===== config.mk =====
export PLATFORM = sky130hd
export DESIGN_NAME = dot_star_pattern_matcher_unit
export DESIGN_NICKNAME = d
export VERILOG_FILES = /design/src/rtl/dspm_pkg.sv /design/src/rtl/dspm_cell.sv /design/src/rtl/dspm_ctrl.sv /design/src/rtl/dot_star_pattern_matcher_unit.sv
export SDC_FILE = /design/constraint.sdc
export NUM_CORES = 1
export LEC_CHECK = 0
export ABC_AREA = 1
export BUFFER_PORTS_ARGS = -buffer_cell sky130_fd_sc_hd__buf_2
export CORE_ASPECT_RATIO = 1.25
export CORE_UTILIZATION = 36
export DETAILED_ROUTE_END_ITERATION = 16
export PLACE_DENSITY = 0.57
export SYNTH_ARGS = -nofsm -noshare
export SYNTH_HDL_FRONTEND = slang
export SYNTH_SLANG_ARGS = --single-unit

===== constraint.sdc =====
create_clock -name clk -period 4.85 [get_ports clk]
set_input_delay 0.97 -clock clk [delete_from_list [all_inputs] [get_ports clk]]
set_output_delay 0.97 -clock clk [all_outputs]
set_load 0.03 [all_outputs]

===== src/rtl/dspm_pkg.sv =====
`timescale 1ns / 1ps
// ----------------------------------------------------------------------------
// dspm_pkg
// shared constants and types of the dot-star pattern matcher
// ----------------------------------------------------------------------------
package dspm_pkg;

  localparam int MAX_PATTERN = 32;

  localparam logic [7:0] CH_ANY  = 8'd46;
  localparam logic [7:0] CH_STAR = 8'd42;

  typedef enum logic [1:0] {
    OP_CLEAR   = 2'd0,
    OP_APPEND  = 2'd1,
    OP_SUBJECT = 2'd2,
    OP_RESTART = 2'd3
  } opcode_t;

  typedef enum logic [2:0] {
    ST_IDLE = 3'b001,
    ST_WAVE = 3'b010,
    ST_FIN  = 3'b100
  } state_t;

  // row update travelling from one cell to the next
  typedef struct packed {
    logic       valid;
    logic       first;  // receiving cell is pattern position one
    logic       oc;     // old row bit of the left neighbor
    logic       n1;     // new row bit of the left neighbor
    logic       n2;     // new row bit two positions to the left
    logic [7:0] pp;     // pattern char of the left neighbor
  } wave_t;

  // broadcast from the controller to every cell
  typedef struct packed {
    logic       clear;
    logic       append;
    logic       reload;
    logic [7:0] ch;
    logic [7:0] subj;
  } ctl_t;

  // what a cell reports to the controller
  typedef struct packed {
    logic hit;
    logic match;
  } tap_t;

endpackage


===== src/rtl/dspm_cell.sv =====
`timescale 1ns / 1ps
// ----------------------------------------------------------------------------
// dspm_cell
// one pattern position: char, empty-subject bit, row bit and wave stage
// ----------------------------------------------------------------------------
module dspm_cell
  import dspm_pkg::*;
(
  input  logic  clk,
  input  logic  rst_n,
  input  ctl_t  ctl,
  input  wave_t wave_in,
  input  logic  left_filled,
  input  logic  right_filled,
  input  logic  e_m2,
  output wave_t wave_out,
  output logic  filled,
  output logic  e_bit,
  output tap_t  tap
);

  logic [7:0] p_r;
  logic       e_r;
  logic       c_r;
  logic       filled_r;
  wave_t      wave_r;

  logic       wr_en;
  logic       e_new;
  logic       n_new;
  logic       last;
  logic       prev_hit;
  wave_t      wave_nxt;

  assign wr_en = ctl.append && !filled_r && left_filled;
  assign e_new = (ctl.ch == CH_STAR) ? e_m2 : 1'b0;
  assign last  = filled_r && !right_filled;
  assign prev_hit = (ctl.subj == wave_in.pp) || (wave_in.pp == CH_ANY);

  always_comb begin
    if ((ctl.subj == p_r) || (p_r == CH_ANY)) begin
      n_new = wave_in.oc;
    end else if ((p_r == CH_STAR) && !wave_in.first) begin
      n_new = wave_in.n2 || (prev_hit && c_r);
    end else begin
      n_new = 1'b0;
    end
  end

  always_comb begin
    wave_nxt.valid = wave_in.valid && !ctl.clear && !ctl.reload;
    wave_nxt.first = 1'b0;
    wave_nxt.oc    = c_r;
    wave_nxt.n1    = n_new;
    wave_nxt.n2    = wave_in.n1;
    wave_nxt.pp    = p_r;
  end

  always_ff @(posedge clk) begin
    if (!rst_n) begin
      filled_r     <= 1'b0;
      wave_r.valid <= 1'b0;
    end else begin
      if (ctl.clear) begin
        filled_r <= 1'b0;
      end else if (wr_en) begin
        filled_r <= 1'b1;
      end
      wave_r <= wave_nxt;
    end
  end

  always_ff @(posedge clk) begin
    if (wr_en) begin
      p_r <= ctl.ch;
      e_r <= e_new;
    end
    if (ctl.reload) begin
      c_r <= wr_en ? e_new : e_r;
    end else if (wave_in.valid && !ctl.clear) begin
      c_r <= n_new;
    end
  end

  assign wave_out  = wave_r;
  assign filled    = filled_r;
  assign e_bit     = e_r;
  assign tap.hit   = wave_in.valid && last;
  assign tap.match = last && c_r;

endmodule


===== src/rtl/dspm_ctrl.sv =====
`timescale 1ns / 1ps
// ----------------------------------------------------------------------------
// dspm_ctrl
// request decode, row position zero, wave launch and result register
// ----------------------------------------------------------------------------
module dspm_ctrl
  import dspm_pkg::*;
(
  input  logic       clk,
  input  logic       rst_n,
  input  logic       in_tvalid,
  output logic       in_tready,
  input  logic [7:0] in_tdata,
  input  logic [1:0] in_tuser,
  output logic       out_tvalid,
  input  logic       out_tready,
  output logic [7:0] out_tdata,
  input  logic       full,
  input  logic       nonempty,
  input  logic       any_hit,
  input  logic       any_match,
  output ctl_t       ctl,
  output wave_t      wave0
);

  state_t     state_r, state_nxt;
  logic       c0_r, c0_nxt;
  logic       status_r, status_nxt;
  logic [7:0] subj_r, subj_nxt;
  wave_t      wave0_r, wave0_nxt;
  logic       out_valid_r;
  logic       out_matched_r;
  logic       out_status_r;
  logic       accept;
  logic       out_free;
  opcode_t    op;

  assign op        = opcode_t'(in_tuser);
  assign in_tready = (state_r == ST_IDLE);
  assign accept    = in_tvalid && in_tready;
  assign out_free  = !out_valid_r || out_tready;

  always_comb begin
    state_nxt   = state_r;
    c0_nxt      = c0_r;
    status_nxt  = status_r;
    subj_nxt    = subj_r;
    wave0_nxt   = '0;
    ctl.clear   = 1'b0;
    ctl.append  = 1'b0;
    ctl.reload  = 1'b0;
    ctl.ch      = in_tdata;
    ctl.subj    = subj_r;
    unique case (state_r)
      ST_IDLE: begin
        if (accept) begin
          status_nxt = 1'b0;
          state_nxt  = ST_FIN;
          unique case (op)
            OP_CLEAR: begin
              ctl.clear = 1'b1;
              c0_nxt    = 1'b1;
            end
            OP_APPEND: begin
              if (full) begin
                status_nxt = 1'b1;
              end else begin
                ctl.append = 1'b1;
                ctl.reload = 1'b1;
                c0_nxt     = 1'b1;
              end
            end
            OP_SUBJECT: begin
              c0_nxt   = 1'b0;
              subj_nxt = in_tdata;
              if (nonempty) begin
                wave0_nxt.valid = 1'b1;
                wave0_nxt.first = 1'b1;
                wave0_nxt.oc    = c0_r;
                state_nxt       = ST_WAVE;
              end
            end
            OP_RESTART: begin
              ctl.reload = 1'b1;
              c0_nxt     = 1'b1;
            end
            default: begin
              state_nxt = ST_FIN;
            end
          endcase
        end
      end
      ST_WAVE: begin
        if (any_hit) begin
          state_nxt = ST_FIN;
        end
      end
      ST_FIN: begin
        if (out_free) begin
          state_nxt = ST_IDLE;
        end
      end
      default: begin
        state_nxt = ST_IDLE;
      end
    endcase
  end

  always_ff @(posedge clk) begin
    if (!rst_n) begin
      state_r       <= ST_IDLE;
      c0_r          <= 1'b1;
      wave0_r.valid <= 1'b0;
      out_valid_r   <= 1'b0;
    end else begin
      state_r <= state_nxt;
      c0_r    <= c0_nxt;
      wave0_r <= wave0_nxt;
      if ((state_r == ST_FIN) && out_free) begin
        out_valid_r <= 1'b1;
      end else if (out_tready) begin
        out_valid_r <= 1'b0;
      end
    end
  end

  always_ff @(posedge clk) begin
    status_r <= status_nxt;
    subj_r   <= subj_nxt;
    if ((state_r == ST_FIN) && out_free) begin
      out_matched_r <= nonempty ? any_match : c0_r;
      out_status_r  <= status_r;
    end
  end

  assign wave0      = wave0_r;
  assign out_tvalid = out_valid_r;
  assign out_tdata  = {6'd0, out_status_r, out_matched_r};

endmodule


===== src/rtl/dot_star_pattern_matcher_unit.sv =====
`timescale 1ns / 1ps
// ----------------------------------------------------------------------------
// dot_star_pattern_matcher_unit
// whole-string matcher for patterns with '.' and '*', one cell per position
// ----------------------------------------------------------------------------
// input requests: in_tuser carries the opcode (clear, append pattern char,
// subject char, restart), in_tdata the char. every request gives one result
// on out_tdata: bit 0 matched, bit 1 status (append refused, store full).
// clear, append and restart go from accept to the finish state and then to
// the output register. a subject char with a non-empty pattern first sends
// its row update down the chain of cells, one pattern position per cycle,
// and the result is taken once it reaches the last filled cell; with an
// empty pattern it goes straight to the finish state.
// one request is in work at a time; the next is accepted as soon as the
// result sits in the output register, even if the receiver has not taken it.
// a stalled receiver holds the result; a following request finishes its
// work and then waits until the output register is free.
// reset empties the pattern and the subject at once, no clearing pass.
// ----------------------------------------------------------------------------
module dot_star_pattern_matcher_unit
  import dspm_pkg::*;
(
  input  logic       clk,
  input  logic       rst_n,
  input  logic       in_tvalid,
  output logic       in_tready,
  input  logic [7:0] in_tdata,   // char_code
  input  logic [1:0] in_tuser,   // opcode
  output logic       out_tvalid,
  input  logic       out_tready,
  output logic [7:0] out_tdata   // matched, status, zero fill
);

  ctl_t  ctl;
  wave_t wave [0:MAX_PATTERN];
  logic  filled [0:MAX_PATTERN+1];
  logic  e_row [0:MAX_PATTERN];
  logic  e_m2 [1:MAX_PATTERN];
  logic  [MAX_PATTERN-1:0] hit_vec;
  logic  [MAX_PATTERN-1:0] match_vec;

  assign filled[0]             = 1'b1;
  assign filled[MAX_PATTERN+1] = 1'b0;
  assign e_row[0]              = 1'b1;

  dspm_ctrl u_ctrl (
    .clk        (clk),
    .rst_n      (rst_n),
    .in_tvalid  (in_tvalid),
    .in_tready  (in_tready),
    .in_tdata   (in_tdata),
    .in_tuser   (in_tuser),
    .out_tvalid (out_tvalid),
    .out_tready (out_tready),
    .out_tdata  (out_tdata),
    .full       (filled[MAX_PATTERN]),
    .nonempty   (filled[1]),
    .any_hit    (|hit_vec),
    .any_match  (|match_vec),
    .ctl        (ctl),
    .wave0      (wave[0])
  );

  for (genvar k = 1; k <= MAX_PATTERN; k++) begin : g_cell
    tap_t tap;

    if (k == 1) begin : g_first
      assign e_m2[k] = 1'b0;
    end else begin : g_rest
      assign e_m2[k] = e_row[k-2];
    end

    dspm_cell u_cell (
      .clk          (clk),
      .rst_n        (rst_n),
      .ctl          (ctl),
      .wave_in      (wave[k-1]),
      .left_filled  (filled[k-1]),
      .right_filled (filled[k+1]),
      .e_m2         (e_m2[k]),
      .wave_out     (wave[k]),
      .filled       (filled[k]),
      .e_bit        (e_row[k]),
      .tap          (tap)
    );

    assign hit_vec[k-1]   = tap.hit;
    assign match_vec[k-1] = tap.match;
  end

endmodule


* After elaboration in Yosys (flattened, before gate mapping) *
Cells that the tools add are included.

word-level totals
  register bits = 741
  input port bits = 14
  output and inout bits = 10
  logic and storage cells = 1,102

operators by class
  eq/ne operators = 169
  muxes and demuxes = 210
  bitwise logic cells = 1
  reductions and logical operators = 431

operators with widths
  kind                                                              count
  8-bit by 6-bit == test with 1-bit output (second input constant)  96
  8-bit == test                                                     63
  1-bit logical AND                                                 256
  1-bit two-way mux                                                 198
  1-bit logical OR                                                  94
  2-bit nonzero test                                                33
  32-bit OR reduction                                               2
  1-bit logical NOT                                                 36
  3-bit two-way mux                                                 8
  3-bit case mux with 3 select lines                                1
  3-bit AND reduction                                               3
  8-bit logical NOT                                                 1
  4-bit AND reduction                                               2
  2-bit == test (second input constant)                             2
  2-bit by 1-bit != test with 1-bit output (second input constant)  2
  2-bit != test (second input constant)                             2
  2-bit OR reduction                                                2
  3-bit by 1-bit == test with 1-bit output (second input constant)  1
  3-bit by 2-bit == test with 1-bit output (second input constant)  1
  3-bit == test (second input constant)                             1
  1-bit case mux with 3 select lines                                1
  2-bit by 1-bit == test with 1-bit output (second input constant)  1
  2-bit logical NOT                                                 1
  2-bit two-way mux                                                 1
  3 further kinds                                                   3

* Depth between registers and ports, before layout *
Gate-level depths: netlist (run 1).

  depth after elaboration = 8
  gate-level depth with buffers = 15
  depth with buffers taken out = 13

* Hierarchy *
From an unflattened synthesis (run 1), not the netlist that was laid out.

unflattened totals
  cells, all modules = 3,745
  area, all modules = 36,497.5 um2

modules (own cells, without submodules)
  module                         instances  cells an instance  area each (um2)  seq. area each (um2)
  dspm_cell                      32         111                1,098.6          660.6
  dspm_ctrl                      1          101                978.4            510.5
  dot_star_pattern_matcher_unit  1          92                 365.4            0.0

* Worst setup path before layout (run 1) *
Ideal clock, no wire load.

  kind = input-to-reg
  from = input in_tuser[1]
  to = register g_cell[29].u_cell.c_r (data pin)
  setup time = 253 ps
  arrival = 2,478 ps
  required time = 4,597 ps
  path slack = 2,120 ps
  cell stages on the path = 10
  buffers on the path = 0
  cells stage by stage = inv_1 -> nand3_1 -> nor3_4 -> inv_2 -> nor3_1 -> inv_1 -> nand2_1 -> nand2_1 -> nand2_1 -> nand2_1

between the ends
  word-level cells in the longest chain between the ends = 8
  elaborated cells on any way between the ends = 10
  those cells by class = eq/ne (2); mux (6); reduce/logical (2)

RTL lines
  item                                      RTL line                             source
  from (decl)                               dot_star_pattern_matcher_unit.sv:28  input logic [1:0] in_tuser,
  2-bit by 1-bit == test with 1-bit output  dspm_ctrl.sv:59                      unique case (op)
  1-bit two-way mux                         dspm_ctrl.sv:59
  3-bit two-way mux                         dspm_ctrl.sv:56                      if (accept) begin
  3-bit two-way mux                         dspm_ctrl.sv:54                      unique case (state_r)
  1-bit logical AND (2 in series)           dspm_cell.sv:35                      assign wr_en = ctl.append && !filled_r && left_filled;
  via g_cell[29].u_cell.wr_en               dspm_cell.sv:28                      logic wr_en;
  1-bit two-way mux                         dspm_cell.sv:79                      c_r <= wr_en ? e_new : e_r;
  1-bit two-way mux                         dspm_cell.sv:78                      if (ctl.reload) begin
  to (signal assigned)                      dspm_cell.sv:79
  to (signal assigned)                      dspm_cell.sv:81                      c_r <= n_new;
  to (decl)                                 dspm_cell.sv:24                      logic c_r;

The timed path passes the listed nets, and every way through them passes these cells.
A chain may end at the register's enable or synchronous reset.

* Worst setup path in the final report (run 1) *
  from = register g_cell[32].u_cell.filled_r
  to = register g_cell[18].u_cell.c_r (data pin)

between the ends
  word-level cells in the longest chain between the ends = 8
  elaborated cells on any way between the ends = 9
  those cells by class = mux (7); reduce/logical (2)

RTL lines
  item                             RTL line         source
  from (decl)                      dspm_cell.sv:25  logic filled_r;
  from (signal assigned)           dspm_cell.sv:61  filled_r <= 1'b0;
  from (signal assigned)           dspm_cell.sv:65  filled_r <= 1'b0;
  from (signal assigned)           dspm_cell.sv:67  filled_r <= 1'b1;
  2-bit two-way mux                dspm_ctrl.sv:65  if (full) begin
  1-bit two-way mux                dspm_ctrl.sv:59
  3-bit two-way mux                dspm_ctrl.sv:56
  3-bit two-way mux                dspm_ctrl.sv:54
  1-bit logical AND (2 in series)  dspm_cell.sv:35
  via g_cell[18].u_cell.wr_en      dspm_cell.sv:28
  1-bit two-way mux                dspm_cell.sv:79
  1-bit two-way mux                dspm_cell.sv:78
  to (signal assigned)             dspm_cell.sv:79
  to (signal assigned)             dspm_cell.sv:81
  to (decl)                        dspm_cell.sv:24

The timed path passes the listed nets, and every way through them passes these cells.

==> flow_summary.toml, run 1 <==
[finish]
area_delta_synth_final_pct = 10.6
final_net_count = 3400
final_design_area_no_fill_sq_um = 37400
final-seq-area_sq_um = 21200
layout-drive-gt1-share_pct = 5.96
multi_input_area_sq_um = 10800
n_antenna_cell = 0
layout.filler_cells = 8822
utilization_pct = 40.2

[clocking]
cts.path.max_buffers = 3
cts_num_sinks = 741
h-tree-depth = 3
cts_hold_buf = 0
cts_resized = 0
cts-buffers-inserted = 71
clk-insertion-delay-late_ps = 620
cts_setup_buffers = 0
ctsRootBufferMaster = "sky130_fd_sc_hd__clkbuf_16"
clock_transition_at_path_regs_ps = 60
tritoncts = "yes"

[setup_path]
critical_path.slowest_cell = "sky130_fd_sc_hd__nor3_4"
cp_top_family = "simple AND/OR/NAND/NOR gates"
crit_path_cell_trace = "inv_1, nand3_1, nor3_4, inv_2, nor3_4, inv_1, nand2_1, nand2_1, nand2_1, nand2_1"
critPathRequiredTime_ps = 5210
critical_path_buf_inv_count = 3
timing_worst_setup_path_type = "reg -> reg"
sort_of_element_at_the_end_of_the_critical_path = "register"
crit_path_max_fanout = 13
crit_arrival_ps = 3280
cell_repeated_most_along_the_worst_path = "sky130_fd_sc_hd__nand2_1"
timing.critical_path.slowest_cell_delay_ps = 590
critPathLaunchType = "register"

[placed_design]
post-dp-hpwl_mm = 52.9
port_buffers = 17
placedInstanceArea_sq_um = 35200
gp_routability_congestion = 0.817
placement.setup.worst_slack_ps = 1350

[logic_synthesis]
total_of_flip_flops_plus_latches_after_synthesis = 741
cells_taking_the_most_area_after_synthesis = "sky130_fd_sc_hd__edfxtp_1 57%, sky130_fd_sc_hd__nand2_1 12%, sky130_fd_sc_hd__xnor2_1 7.0%, sky130_fd_sc_hd__dfxtp_1 6.0%, sky130_fd_sc_hd__inv_1 3.5%"
synth_xor_xnor_area_share_pct = 8.41
yosys.area_share.simple_pct = 21.7
synth_cells = 3356
synthesis.yosys.warnings = 0
post_synth_num_cell_types = 34
mapped_avg_cell_area_sq_um = 10.1
post_synth_instance_area_sq_um = 33800
synth-seq-area-share_pct = 62.8
yosysTopAreaCellShare_pct = 56.8
post_synth_fa_ha_maj_area_fraction_pct = 0
netlist.top_cell.by_area = "sky130_fd_sc_hd__edfxtp_1"
synth_top_family_by_area = "simple AND/OR/NAND/NOR gates"
synth_compound_area_share_pct = 1.86
synthMuxAreaShare_pct = 0

[floorplan]
io-pin-count = 24
dieArea_sq_um = 95200
core.rowCount = 125
core_region_area_sq_um = 93100
initial_core_util_pct = 36.4
chipHeight_um = 345
dieWidth_um = 276

[sta]
final_worst_clock_skew_ps = 24.7
final_worst_path_cycle_share_pct = 60.3
timing.final.hold_violations = 0
whs_ps = 401
setup_ws_ps = 1930
maxSlewHeadroom_pct = 21.3
max_freq_mhz = 342
unrepaired_setup_endpoints_after_global_routing = "false"
setup_viol = 0
tightestPinTransition_ps = 1180
timing.setup.tns_ps = 0
period_minus_slack_ps = 2920
report.final.slew_viol_count = 0

[pwr]
p_sw_mw = 2.93
p_int_mw = 10.2
share_clk_of_total_power_pct = 40.4
comb_power_share_pct = 5.2
sequentialPowerShare_pct = 54.4
power.share.switching_pct = 22.4
power-per-cell-area_nw_per_um2 = 350
static-leakage-power_nw = 14.5
power.ir.vdd_worst_mv = 0.186

[global_routing]
global_route.usage.total_pct = 18.6
grt.busiest_layer = "met2"
met2_usage_pct = 33.2
grt_pass1_vias = 22180
use_met3_pct = 1.80
antenna_found_initial = 2
grt.overflow.total = 0
grt_start_max_net_pins = 125
grt_use_met1_pct = 23.2
grt_pass1_wl_mm = 132

[drt]
antenna_violating_nets_post_route = 0
wl_mm = 87.8
route.detailed.drc = 0
vias_per_cell = 4.88
detailedRoute.firstIterationViolations = 1914
first_pass_iters = 5
avgRoutedWirePerCell_um = 18.9
vias = 22679

[worst_hold_path]
worstHoldPathType = "reg -> reg"

[run_status]
outcome = "complete, no violations"

[run]
number_of_violations_of_the_max_capacitance_limit = 0
-- cell type report --
| type | count | area share [%] |
|---|---|---|
| inverter | 322 | 3.23 |
| clock buffer | 99 | 5.45 |
| multi-input combinational | 2193 | 28.9 |
| tap | 1206 | 4.03 |
| sequential | 741 | 56.8 |
| clock inverter | 26 | 0.375 |
| timing repair buffer | 57 | 1.22 |
-- per-stage QoR --
stage | total power [mW] | instances
floorplan | 7.62 | 3361
global placement | 7.94 | 4519
detailed placement | 7.95 | 4519
CTS | 13.2 | 4644
global route | 13.5 | 4644
finish | 13.1 | 4644
-- placed cells by master, fill, tap and decap left out, types with 2 or more instances in the layout --
cell                         synthesis  layout
sky130_fd_sc_hd__clkinvlp_4          0       2
sky130_fd_sc_hd__nor3_1             52      52
sky130_fd_sc_hd__clkbuf_8            0       5
sky130_fd_sc_hd__clkinv_2            0      12
sky130_fd_sc_hd__inv_2               5       6
sky130_fd_sc_hd__nor2_1            276     275
sky130_fd_sc_hd__nor3b_1             2       2
sky130_fd_sc_hd__nand3b_1            2       2
sky130_fd_sc_hd__inv_6               0       3
sky130_fd_sc_hd__nand3_1           117     117
sky130_fd_sc_hd__clkinv_1            2       9
sky130_fd_sc_hd__buf_4              25      35
sky130_fd_sc_hd__clkbuf_1           23      18
sky130_fd_sc_hd__buf_12              0       5
sky130_fd_sc_hd__xnor2_1           270     270
sky130_fd_sc_hd__nand4_1           111     111
sky130_fd_sc_hd__clkbuf_16           0      76
sky130_fd_sc_hd__o21ai_0            43      43
sky130_fd_sc_hd__nor4_1             22      22
sky130_fd_sc_hd__o21ai_1             2       2
sky130_fd_sc_hd__dfxtp_1           101     101
sky130_fd_sc_hd__xor2_1             55      55
sky130_fd_sc_hd__a21oi_1            76      76
sky130_fd_sc_hd__edfxtp_1          640     640
sky130_fd_sc_hd__nor2_2              3       4
sky130_fd_sc_hd__or2_2              32      32
sky130_fd_sc_hd__o21a_1              2       2
sky130_fd_sc_hd__buf_2              54      16
sky130_fd_sc_hd__inv_1             315     315
sky130_fd_sc_hd__nor4b_1            10      10
sky130_fd_sc_hd__nor2b_1             3       3
sky130_fd_sc_hd__nor3_4              6       6
sky130_fd_sc_hd__conb_1              1       6
sky130_fd_sc_hd__nand2_1          1098    1098
-- synth_stat cells (all sizes together) --
master	n
dfxtp	101
nor3	58
nand2	1098
xor2	55
nor4	22
or3	1
clkbuf	23
nor2	279
inv	320
and3	1
nand4	111
a21oi	76
and2	1
edfxtp	640
nor4b	10
or2	32
xnor2	270
nor3b	2
o211ai	1
conb	1
o21ai	45
buf	82
nor2b	3
o21a	2
nand3	118
nand3b	2
clkinv	2
-- metal layers --
layer / share of wire, % / vias up
met2: 50 / 584
met1: 43 / 10901
li1: - / 11044
met4: 3.2 / 0
met5: 0 / -
met3: 4.5 / 150
-- worst paths after layout --
path                                      from                           end  slack [ps]  cells after the start
setup / recovery      g_cell[32].u_cell.filled         g_cell[18].u_cell.c_r        1930                     10
hold / removal    g_cell[8].u_cell.wave_out[9]  g_cell[9].u_cell.wave_out[8]         400                      0
setup reg to reg      g_cell[32].u_cell.filled         g_cell[18].u_cell.c_r        1930                     10
hold reg to reg   g_cell[8].u_cell.wave_out[9]  g_cell[9].u_cell.wave_out[8]         400                      0
-- state kept, by name, summed over array words and instances (netlist names) --
register	cells
g_cell.u_cell.c_r	32
g_cell.u_cell.e_bit	32
g_cell.u_cell.filled	32
g_cell.u_cell.p_r	256
g_cell.u_cell.wave_out	370
u_ctrl.c0_r	1
u_ctrl.out_matched_r	1
u_ctrl.out_status_r	1
u_ctrl.out_tvalid	1
u_ctrl.state_r	3
u_ctrl.status_r	1
u_ctrl.subj_r	8
u_ctrl.wave0	3
-- power groups by stage --
stage	registers (mW)	clock network, mW	logic (mW)
6_report	7.13	5.29	0.676
5_1_grt	7.14	5.61	0.740
4_1_cts	7.13	5.37	0.684
3_5_place_dp	7.26	0	0.683
3_3_place_gp	7.26	0	0.678
2_1_floorplan	7.23	0	0.394
-- cell families (layout without fill, tap and decap cells) --
logic type / Yosys count / after routing
buffers and inverters: 427 / 504
AND/OR/NAND/NOR: 1738 / 1738
AO/OA/AOI/OAI: 124 / 124
XOR/XNOR: 325 / 325
flip-flops: 741 / 741
other: 1 / 6
-- worst register-to-register path: stages (launching register included) --
cell and delay, ps:
sky130_fd_sc_hd__dfxtp_1 330, sky130_fd_sc_hd__inv_1 240, sky130_fd_sc_hd__nand3_1 170, sky130_fd_sc_hd__nor3_4 590
sky130_fd_sc_hd__inv_2 460, sky130_fd_sc_hd__nor3_4 500, sky130_fd_sc_hd__inv_1 120, sky130_fd_sc_hd__nand2_1 80
sky130_fd_sc_hd__nand2_1 60, sky130_fd_sc_hd__nand2_1 60, sky130_fd_sc_hd__nand2_1 50
Power figures use the tool's default switching activity.
==> inputs of run 2 (changes only) <==
Settings changed: ABC_AREA 1 to 0.
Clock period 4.85 ns to 2.79 ns, I/O delays scaled along.
==> run 2 against run 1 <==
Net effect: critical endpoint is now g_cell[16].u_cell.c_r; clock skew shrank 2.4 ps; flip-flop and latch count unchanged; first-iteration DRC count is 31% lower; fmax grew 14%; critical path depth shrank 1; global-route usage is 1.2 points lower; routed wire length fell by 10%; die area down 4.6%; area after synthesis shrank 4.6%.
==> flow_summary.toml, run 2 <==
[run_status]
outcome = "complete, no violations"

[logic_synthesis]
share_of_flip_flops_with_an_asynchronous_set_or_reset_after_synthesis_pct = 0
synth_xor_xnor_area_share_pct = 13.7
synthesis.yosys.warnings = 0
synth_compound_area_share_pct = 5.16
post_synth_fa_ha_maj_area_fraction_pct = 0
post_synth_num_cell_types = 58
synth_top_family_by_area = "XOR/XNOR gates"
mapped_avg_cell_area_sq_um = 14.2
netlist.top_cell.by_area = "sky130_fd_sc_hd__edfxtp_1"
post_synth_instance_area_sq_um = 32300
post_synth_most_frequent_cells = "640 x sky130_fd_sc_hd__edfxtp_1, 496 x sky130_fd_sc_hd__xnor2_1, 153 x sky130_fd_sc_hd__nand4_1, 132 x sky130_fd_sc_hd__nor2_1, 101 x sky130_fd_sc_hd__dfxtp_1"
cells_taking_the_most_area_after_synthesis = "sky130_fd_sc_hd__edfxtp_1 60%, sky130_fd_sc_hd__xnor2_1 13%, sky130_fd_sc_hd__dfxtp_1 6.3%, sky130_fd_sc_hd__nand4_1 3.0%, sky130_fd_sc_hd__nand4b_1 1.7%"
yosysTopAreaCellShare_pct = 59.6
count_of_flip_flops_with_a_built_in_enable_after_synthesis = 640
synth_cells = 2279
synth-seq-area-share_pct = 65.8
dominantRegCellSynth = "sky130_fd_sc_hd__edfxtp_1"
yosys.cell_count.top_type = "sky130_fd_sc_hd__edfxtp_1"
yosys.area_share.simple_pct = 11.5
total_of_flip_flops_plus_latches_after_synthesis = 741
synthMuxAreaShare_pct = 1.44

[global_routing]
grt.overflow.total = 0
global_route.usage.total_pct = 17.3
grt_pass1_vias = 19521
grt_start_max_net_pins = 161
grt_pass1_wl_mm = 119
antenna_found_initial = 6

[finish]
final_cell_mix = "640 x sky130_fd_sc_hd__edfxtp_1, 496 x sky130_fd_sc_hd__xnor2_1, 153 x sky130_fd_sc_hd__nand4_1"
final_net_count = 2400
layout-drive-gt1-share_pct = 12.8
area_delta_synth_final_pct = 14.5
n_antenna_cell = 0
layout_commonest_cell = "sky130_fd_sc_hd__edfxtp_1"
layout.filler_cells = 7964
fin_cells = 3623
largest_reg_flops = 370

[drt]
first_pass_iters = 7
vias_per_cell = 5.18
route.detailed.drc = 0
avgRoutedWirePerCell_um = 21.7
vias = 18782
detailedRoute.firstIterationViolations = 1321
antenna_violating_nets_post_route = 0
wl_mm = 78.8

[sta]
timing.final.hold_violations = 0
period_minus_slack_ps = 2560
unrepaired_setup_endpoints_after_global_routing = "false"
setup_ws_ps = 225
tightestPinTransition_ps = 983
maxSlewHeadroom_pct = 34.2
whs_ps = 255
final_worst_clock_skew_ps = 22.2
timing.setup.tns_ps = 0
setup_viol = 0
final_worst_path_cycle_share_pct = 91.9
report.final.slew_viol_count = 0
max_freq_mhz = 390

[setup_path]
regToRegSetupSlack_ps = 230
crit_arrival_ps = 3040
rr_startpoint = "u_ctrl.subj_r[3]"
critPathLaunchType = "register"
startpoint = "u_ctrl.subj_r[3]"
critPathRequiredTime_ps = 3270
sort_of_element_at_the_end_of_the_critical_path = "register"
rr_endpoint = "g_cell[16].u_cell.c_r"
crit_path_max_fanout = 24
timing_worst_setup_path_type = "reg -> reg"
timing.critical_path.slowest_cell_delay_ps = 570
critical_path.slowest_cell = "sky130_fd_sc_hd__o41ai_1"
worst_setup_path_endpoint = "g_cell[16].u_cell.c_r"
cell_repeated_most_along_the_worst_path = "sky130_fd_sc_hd__buf_4"
rr_worst_depth = 9
crit_path_cell_trace = "buf_12, buf_4, xnor2_1, nand4_1, o22ai_1, a21oi_1, o41ai_1, buf_4, mux2_4"

[clocking]
cts.path.max_buffers = 3
cts_hold_buf = 0
cts_resized = 0
h-tree-depth = 3
clock_transition_at_path_regs_ps = 60
cts_setup_buffers = 0
tritoncts = "yes"
cts_num_sinks = 741
ctsRootBufferMaster = "sky130_fd_sc_hd__clkbuf_16"
clk-insertion-delay-late_ps = 620
cts-buffers-inserted = 72

[floorplan]
dieWidth_um = 270
initial_core_util_pct = 36.4
dieArea_sq_um = 90900
io-pin-count = 24
core.rowCount = 122
core_region_area_sq_um = 88700
chipHeight_um = 337

[worst_hold_path]
worstHoldPathType = "in -> reg"
hold_path_depth = 1

[pwr]
power-per-cell-area_nw_per_um2 = 636
power.ir.vdd_worst_mv = 0.509
total_power_mw = 23.5
static-leakage-power_nw = 11.9

[placed_design]
gp_routability_congestion = 0.796
dp_cells = 3490
placement.setup.worst_slack_ps = 128
port_buffers = 17
post-dp-hpwl_mm = 49.8

[run]
number_of_violations_of_the_max_capacitance_limit = 0
-- run 2: changes by cell type after synthesis, sizes merged, moves of 33 or more --
cell    previous run  this run
mux2               0        33
inv              320        41
nand3            118         5
nand4b             0        61
nand4            111       153
nor2             279       132
nor3              58         9
xnor2            270       496
xor2              55         8
nand2           1098        49
-- run 2: cell type report --
cell class	count	area (sq um)	share of cell area, %
flip-flops and latches	741	21200	57.5
clock buffers	114	2300	6.23
multi-input cells	1399	10300	27.9
clock inverters	19	179	0.484
repair buffers	130	1290	3.50
inverters	42	159	0.430
well taps	1178	1470	3.99
-- run 2: how the worst min path moves through the flow --
stage / from / to / slack (ps)
detailed placement: g_cell[17].u_cell.wave_out[9] / g_cell[18].u_cell.wave_out[8] / 400
global route: rst_n / g_cell[23].u_cell.wave_out[6] / 250
global placement: g_cell[12].u_cell.wave_out[9] / g_cell[13].u_cell.wave_out[8] / 400
finish: rst_n / g_cell[23].u_cell.wave_out[4] / 250
CTS: rst_n / g_cell[23].u_cell.wave_out[7] / 230
floorplan: g_cell[9].u_cell.wave_out[9] / g_cell[10].u_cell.wave_out[8] / 400
-- run 2: power by group --
part	internal (mW)	switching (mW)	leakage (nW)	total [mW]
clock	5.96	4.13	1.23	10.1
sequential	12.2	0.136	6.88	12.4
combinational	0.364	0.665	3.82	1.03
total	18.5	4.93	11.9	23.5
-- run 2: metrics by stage --
step,util (%),area [sq um]
after floorplan,-,32300
after global placement,38.9,34500
after detailed placement,38.9,34500
after CTS,41.7,36900
after global routing,41.7,36900
final,41.7,36900
-- run 2: metal layers --
metal / wire, um / vias up / global-route usage, %
li1: - / 8708 / -
met1: 32400 / 9439 / 20.9
met2: 40100 / 472 / 31.0
met3: 3570 / 159 / 2.46
met4: 2620 / 4 / 7.23
met5: 22 / - / 0
-- run 2: kinds of logic after synthesis --
kind of cell    count (synthesis)
flops                         741
simple gates                  601
xor+xnor                      504
compound gates                254
buf+inv                       144
mux                            34
other cells                     1
-- run 2: critical path, delay by kind of cell, from the launching register on --
family	cells	cell delay (ps)
simple gates	1	110
flops	1	440
compound gates	3	920
mux	1	130
xor+xnor	1	110
buf+inv	3	690
==> inputs of run 3 (changes only) <==
Settings changed: PLACE_DENSITY 0.57 to 0.53.
==> run 3 against run 2 <==
Net effect: sequential power about the same; critical path depth is the same; worst setup slack worse by 92 ps; utilization is 0.059 points higher; clock power about the same; worst hold slack better by 16 ps; via count about the same; combinational power about the same; die area did not move; cell area increased by 0.14%; critical path type unchanged.
==> flow_summary.toml, run 3 (synthesized netlist as in run 2, its figures left out) <==
[worst_hold_path]
worstHoldPathType = "in -> reg"

[floorplan]
core_region_area_sq_um = 88700
dieWidth_um = 270
core.rowCount = 122
io-pin-count = 24
chipHeight_um = 337
dieArea_sq_um = 90900
initial_core_util_pct = 36.4

[clocking]
clock_transition_at_path_regs_ps = 60
cts-buffers-inserted = 75
cts_num_sinks = 741
tritoncts = "yes"
clk-insertion-delay-late_ps = 630
ctsRootBufferMaster = "sky130_fd_sc_hd__clkbuf_16"
cts_resized = 0
h-tree-depth = 3
cts_hold_buf = 0
cts_setup_buffers = 0
cts.path.max_buffers = 3

[finish]
fin_cells = 3647
layout-drive-gt1-share_pct = 13.0
final_cell_mix = "640 x sky130_fd_sc_hd__edfxtp_1, 496 x sky130_fd_sc_hd__xnor2_1, 153 x sky130_fd_sc_hd__nand4_1"
largest_reg_flops = 370
final_design_area_no_fill_sq_um = 37000
final_net_count = 2424
area_delta_synth_final_pct = 14.6
layout_commonest_cell = "sky130_fd_sc_hd__edfxtp_1"

[drt]
vias = 18765
route.detailed.drc = 0
wl_mm = 81.0
antenna_violating_nets_post_route = 0
avgRoutedWirePerCell_um = 22.2
first_pass_iters = 5
vias_per_cell = 5.15
detailedRoute.firstIterationViolations = 1114

[setup_path]
timing_worst_setup_path_type = "reg -> reg"
critical_path.slowest_cell = "sky130_fd_sc_hd__o41ai_1"
critPathLaunchType = "register"
crit_path_max_fanout = 16
timing.critical_path.slowest_cell_delay_ps = 580
rr_endpoint = "g_cell[16].u_cell.c_r"
crit_path_cell_trace = "buf_12, buf_12, xnor2_1, nand4_1, o22ai_1, a21oi_1, o41ai_1, buf_4, mux2_4"
cell_repeated_most_along_the_worst_path = "sky130_fd_sc_hd__buf_12"
crit_arrival_ps = 3160
worst_setup_path_endpoint = "g_cell[16].u_cell.c_r"
regToRegSetupSlack_ps = 130
rr_startpoint = "u_ctrl.subj_r[6]"
critPathRequiredTime_ps = 3290
rr_worst_depth = 9
startpoint = "u_ctrl.subj_r[6]"
sort_of_element_at_the_end_of_the_critical_path = "register"

[sta]
maxSlewHeadroom_pct = 43.1
max_freq_mhz = 376
final_worst_path_cycle_share_pct = 95.2
period_minus_slack_ps = 2660
timing.setup.tns_ps = 0
tightestPinTransition_ps = 853
final_worst_clock_skew_ps = 17.5
unrepaired_setup_endpoints_after_global_routing = "false"
report.final.slew_viol_count = 0
setup_viol = 0
timing.final.hold_violations = 0

[global_routing]
grt.overflow.total = 0
grt_start_max_net_pins = 160
global_route.usage.total_pct = 17.9
grt_pass1_vias = 19599
antenna_found_initial = 2
grt_pass1_wl_mm = 122

[placed_design]
dp_cells = 3511
post-dp-hpwl_mm = 52.6
placedInstanceArea_sq_um = 34600
port_buffers = 17
gp_routability_congestion = 0.827

[pwr]
power-per-cell-area_nw_per_um2 = 631
power.ir.vdd_worst_mv = 0.532
total_power_mw = 23.3
static-leakage-power_nw = 12.0

[run_status]
outcome = "complete, no violations"

[run]
number_of_violations_of_the_max_capacitance_limit = 0
## run 3: cell count changes in the layout (fill, tap and decap cells not counted), moves of 2 or more
cell | previous run | this run
sky130_fd_sc_hd__buf_12 | 28 | 26
sky130_fd_sc_hd__clkbuf_16 | 82 | 77
sky130_fd_sc_hd__buf_4 | 85 | 108
sky130_fd_sc_hd__clkinv_2 | 14 | 8
sky130_fd_sc_hd__inv_6 | 0 | 2
sky130_fd_sc_hd__bufinv_16 | 3 | 7
sky130_fd_sc_hd__clkbuf_8 | 13 | 3
sky130_fd_sc_hd__clkinv_1 | 2 | 16
## run 3: per-layer routing
metal | vias to the layer above | global-route usage [%] | share of wire, % | wire length (um)
met2 | 412 | 32.0 | 51 | 41300
met5 | - | 0 | 0 | 0
li1 | 8750 | - | - | -
met4 | 0 | 6.40 | 2.8 | 2270
met3 | 129 | 2.04 | 3.7 | 3010
met1 | 9474 | 22.3 | 43 | 34500
## run 3: worst max-delay path, delay by kind of cell, from the launching register on
| kind | cells | cell delay, ps |
|---|---|---|
| compound gates | 3 | 1000 |
| xor+xnor | 1 | 210 |
| buf+inv | 3 | 610 |
| flops | 1 | 470 |
| simple gates | 1 | 120 |
| mux | 1 | 130 |
## run 3: where the power goes
group | total, mW | switching, mW | internal [mW]
Sequential | 12.4 | 0.137 | 12.2
Clock | 9.94 | 4.14 | 5.80
Combinational | 1.04 | 0.668 | 0.373
Total | 23.3 | 4.95 | 18.4
## run 3: area by class of cell
| class | instances | area [sq um] |
|---|---|---|
| sequential | 741 | 21200 |
| fill | 7966 | 51700 |
| clock inverter | 35 | 355 |
| clock buffer | 100 | 2040 |
| multi-input combinational | 1399 | 10300 |
| timing repair buffer | 151 | 1430 |
| antenna | 1 | 2.50 |
| tap | 1178 | 1470 |
| inverter | 42 | 159 |
## run 3: how the worst min path moves through the flow
stage,startpoint,endpoint,slack (ps),cells after the start
2_1_floorplan,g_cell[9].u_cell.wave_out[9],g_cell[10].u_cell.wave_out[8],400,0
3_3_place_gp,g_cell[10].u_cell.wave_out[9],g_cell[11].u_cell.wave_out[8],400,0
3_5_place_dp,g_cell[20].u_cell.wave_out[9],g_cell[21].u_cell.wave_out[8],410,0
4_1_cts,rst_n,g_cell[15].u_cell.wave_out[4],240,1
5_1_grt,rst_n,g_cell[15].u_cell.wave_out[4],260,1
6_report,rst_n,g_cell[15].u_cell.wave_out[4],270,1
## run 3: per-stage QoR
stage / utilization [%] / hold slack (ps) / setup WS (ps)
final: 41.7 / 271 / 133
after global routing: 41.7 / 262 / 0.453
after CTS: 41.7 / 238 / 119
after detailed placement: 39.0 / 405 / 131
after global placement: 39.0 / 401 / 119
after floorplan: - / 400 / 212
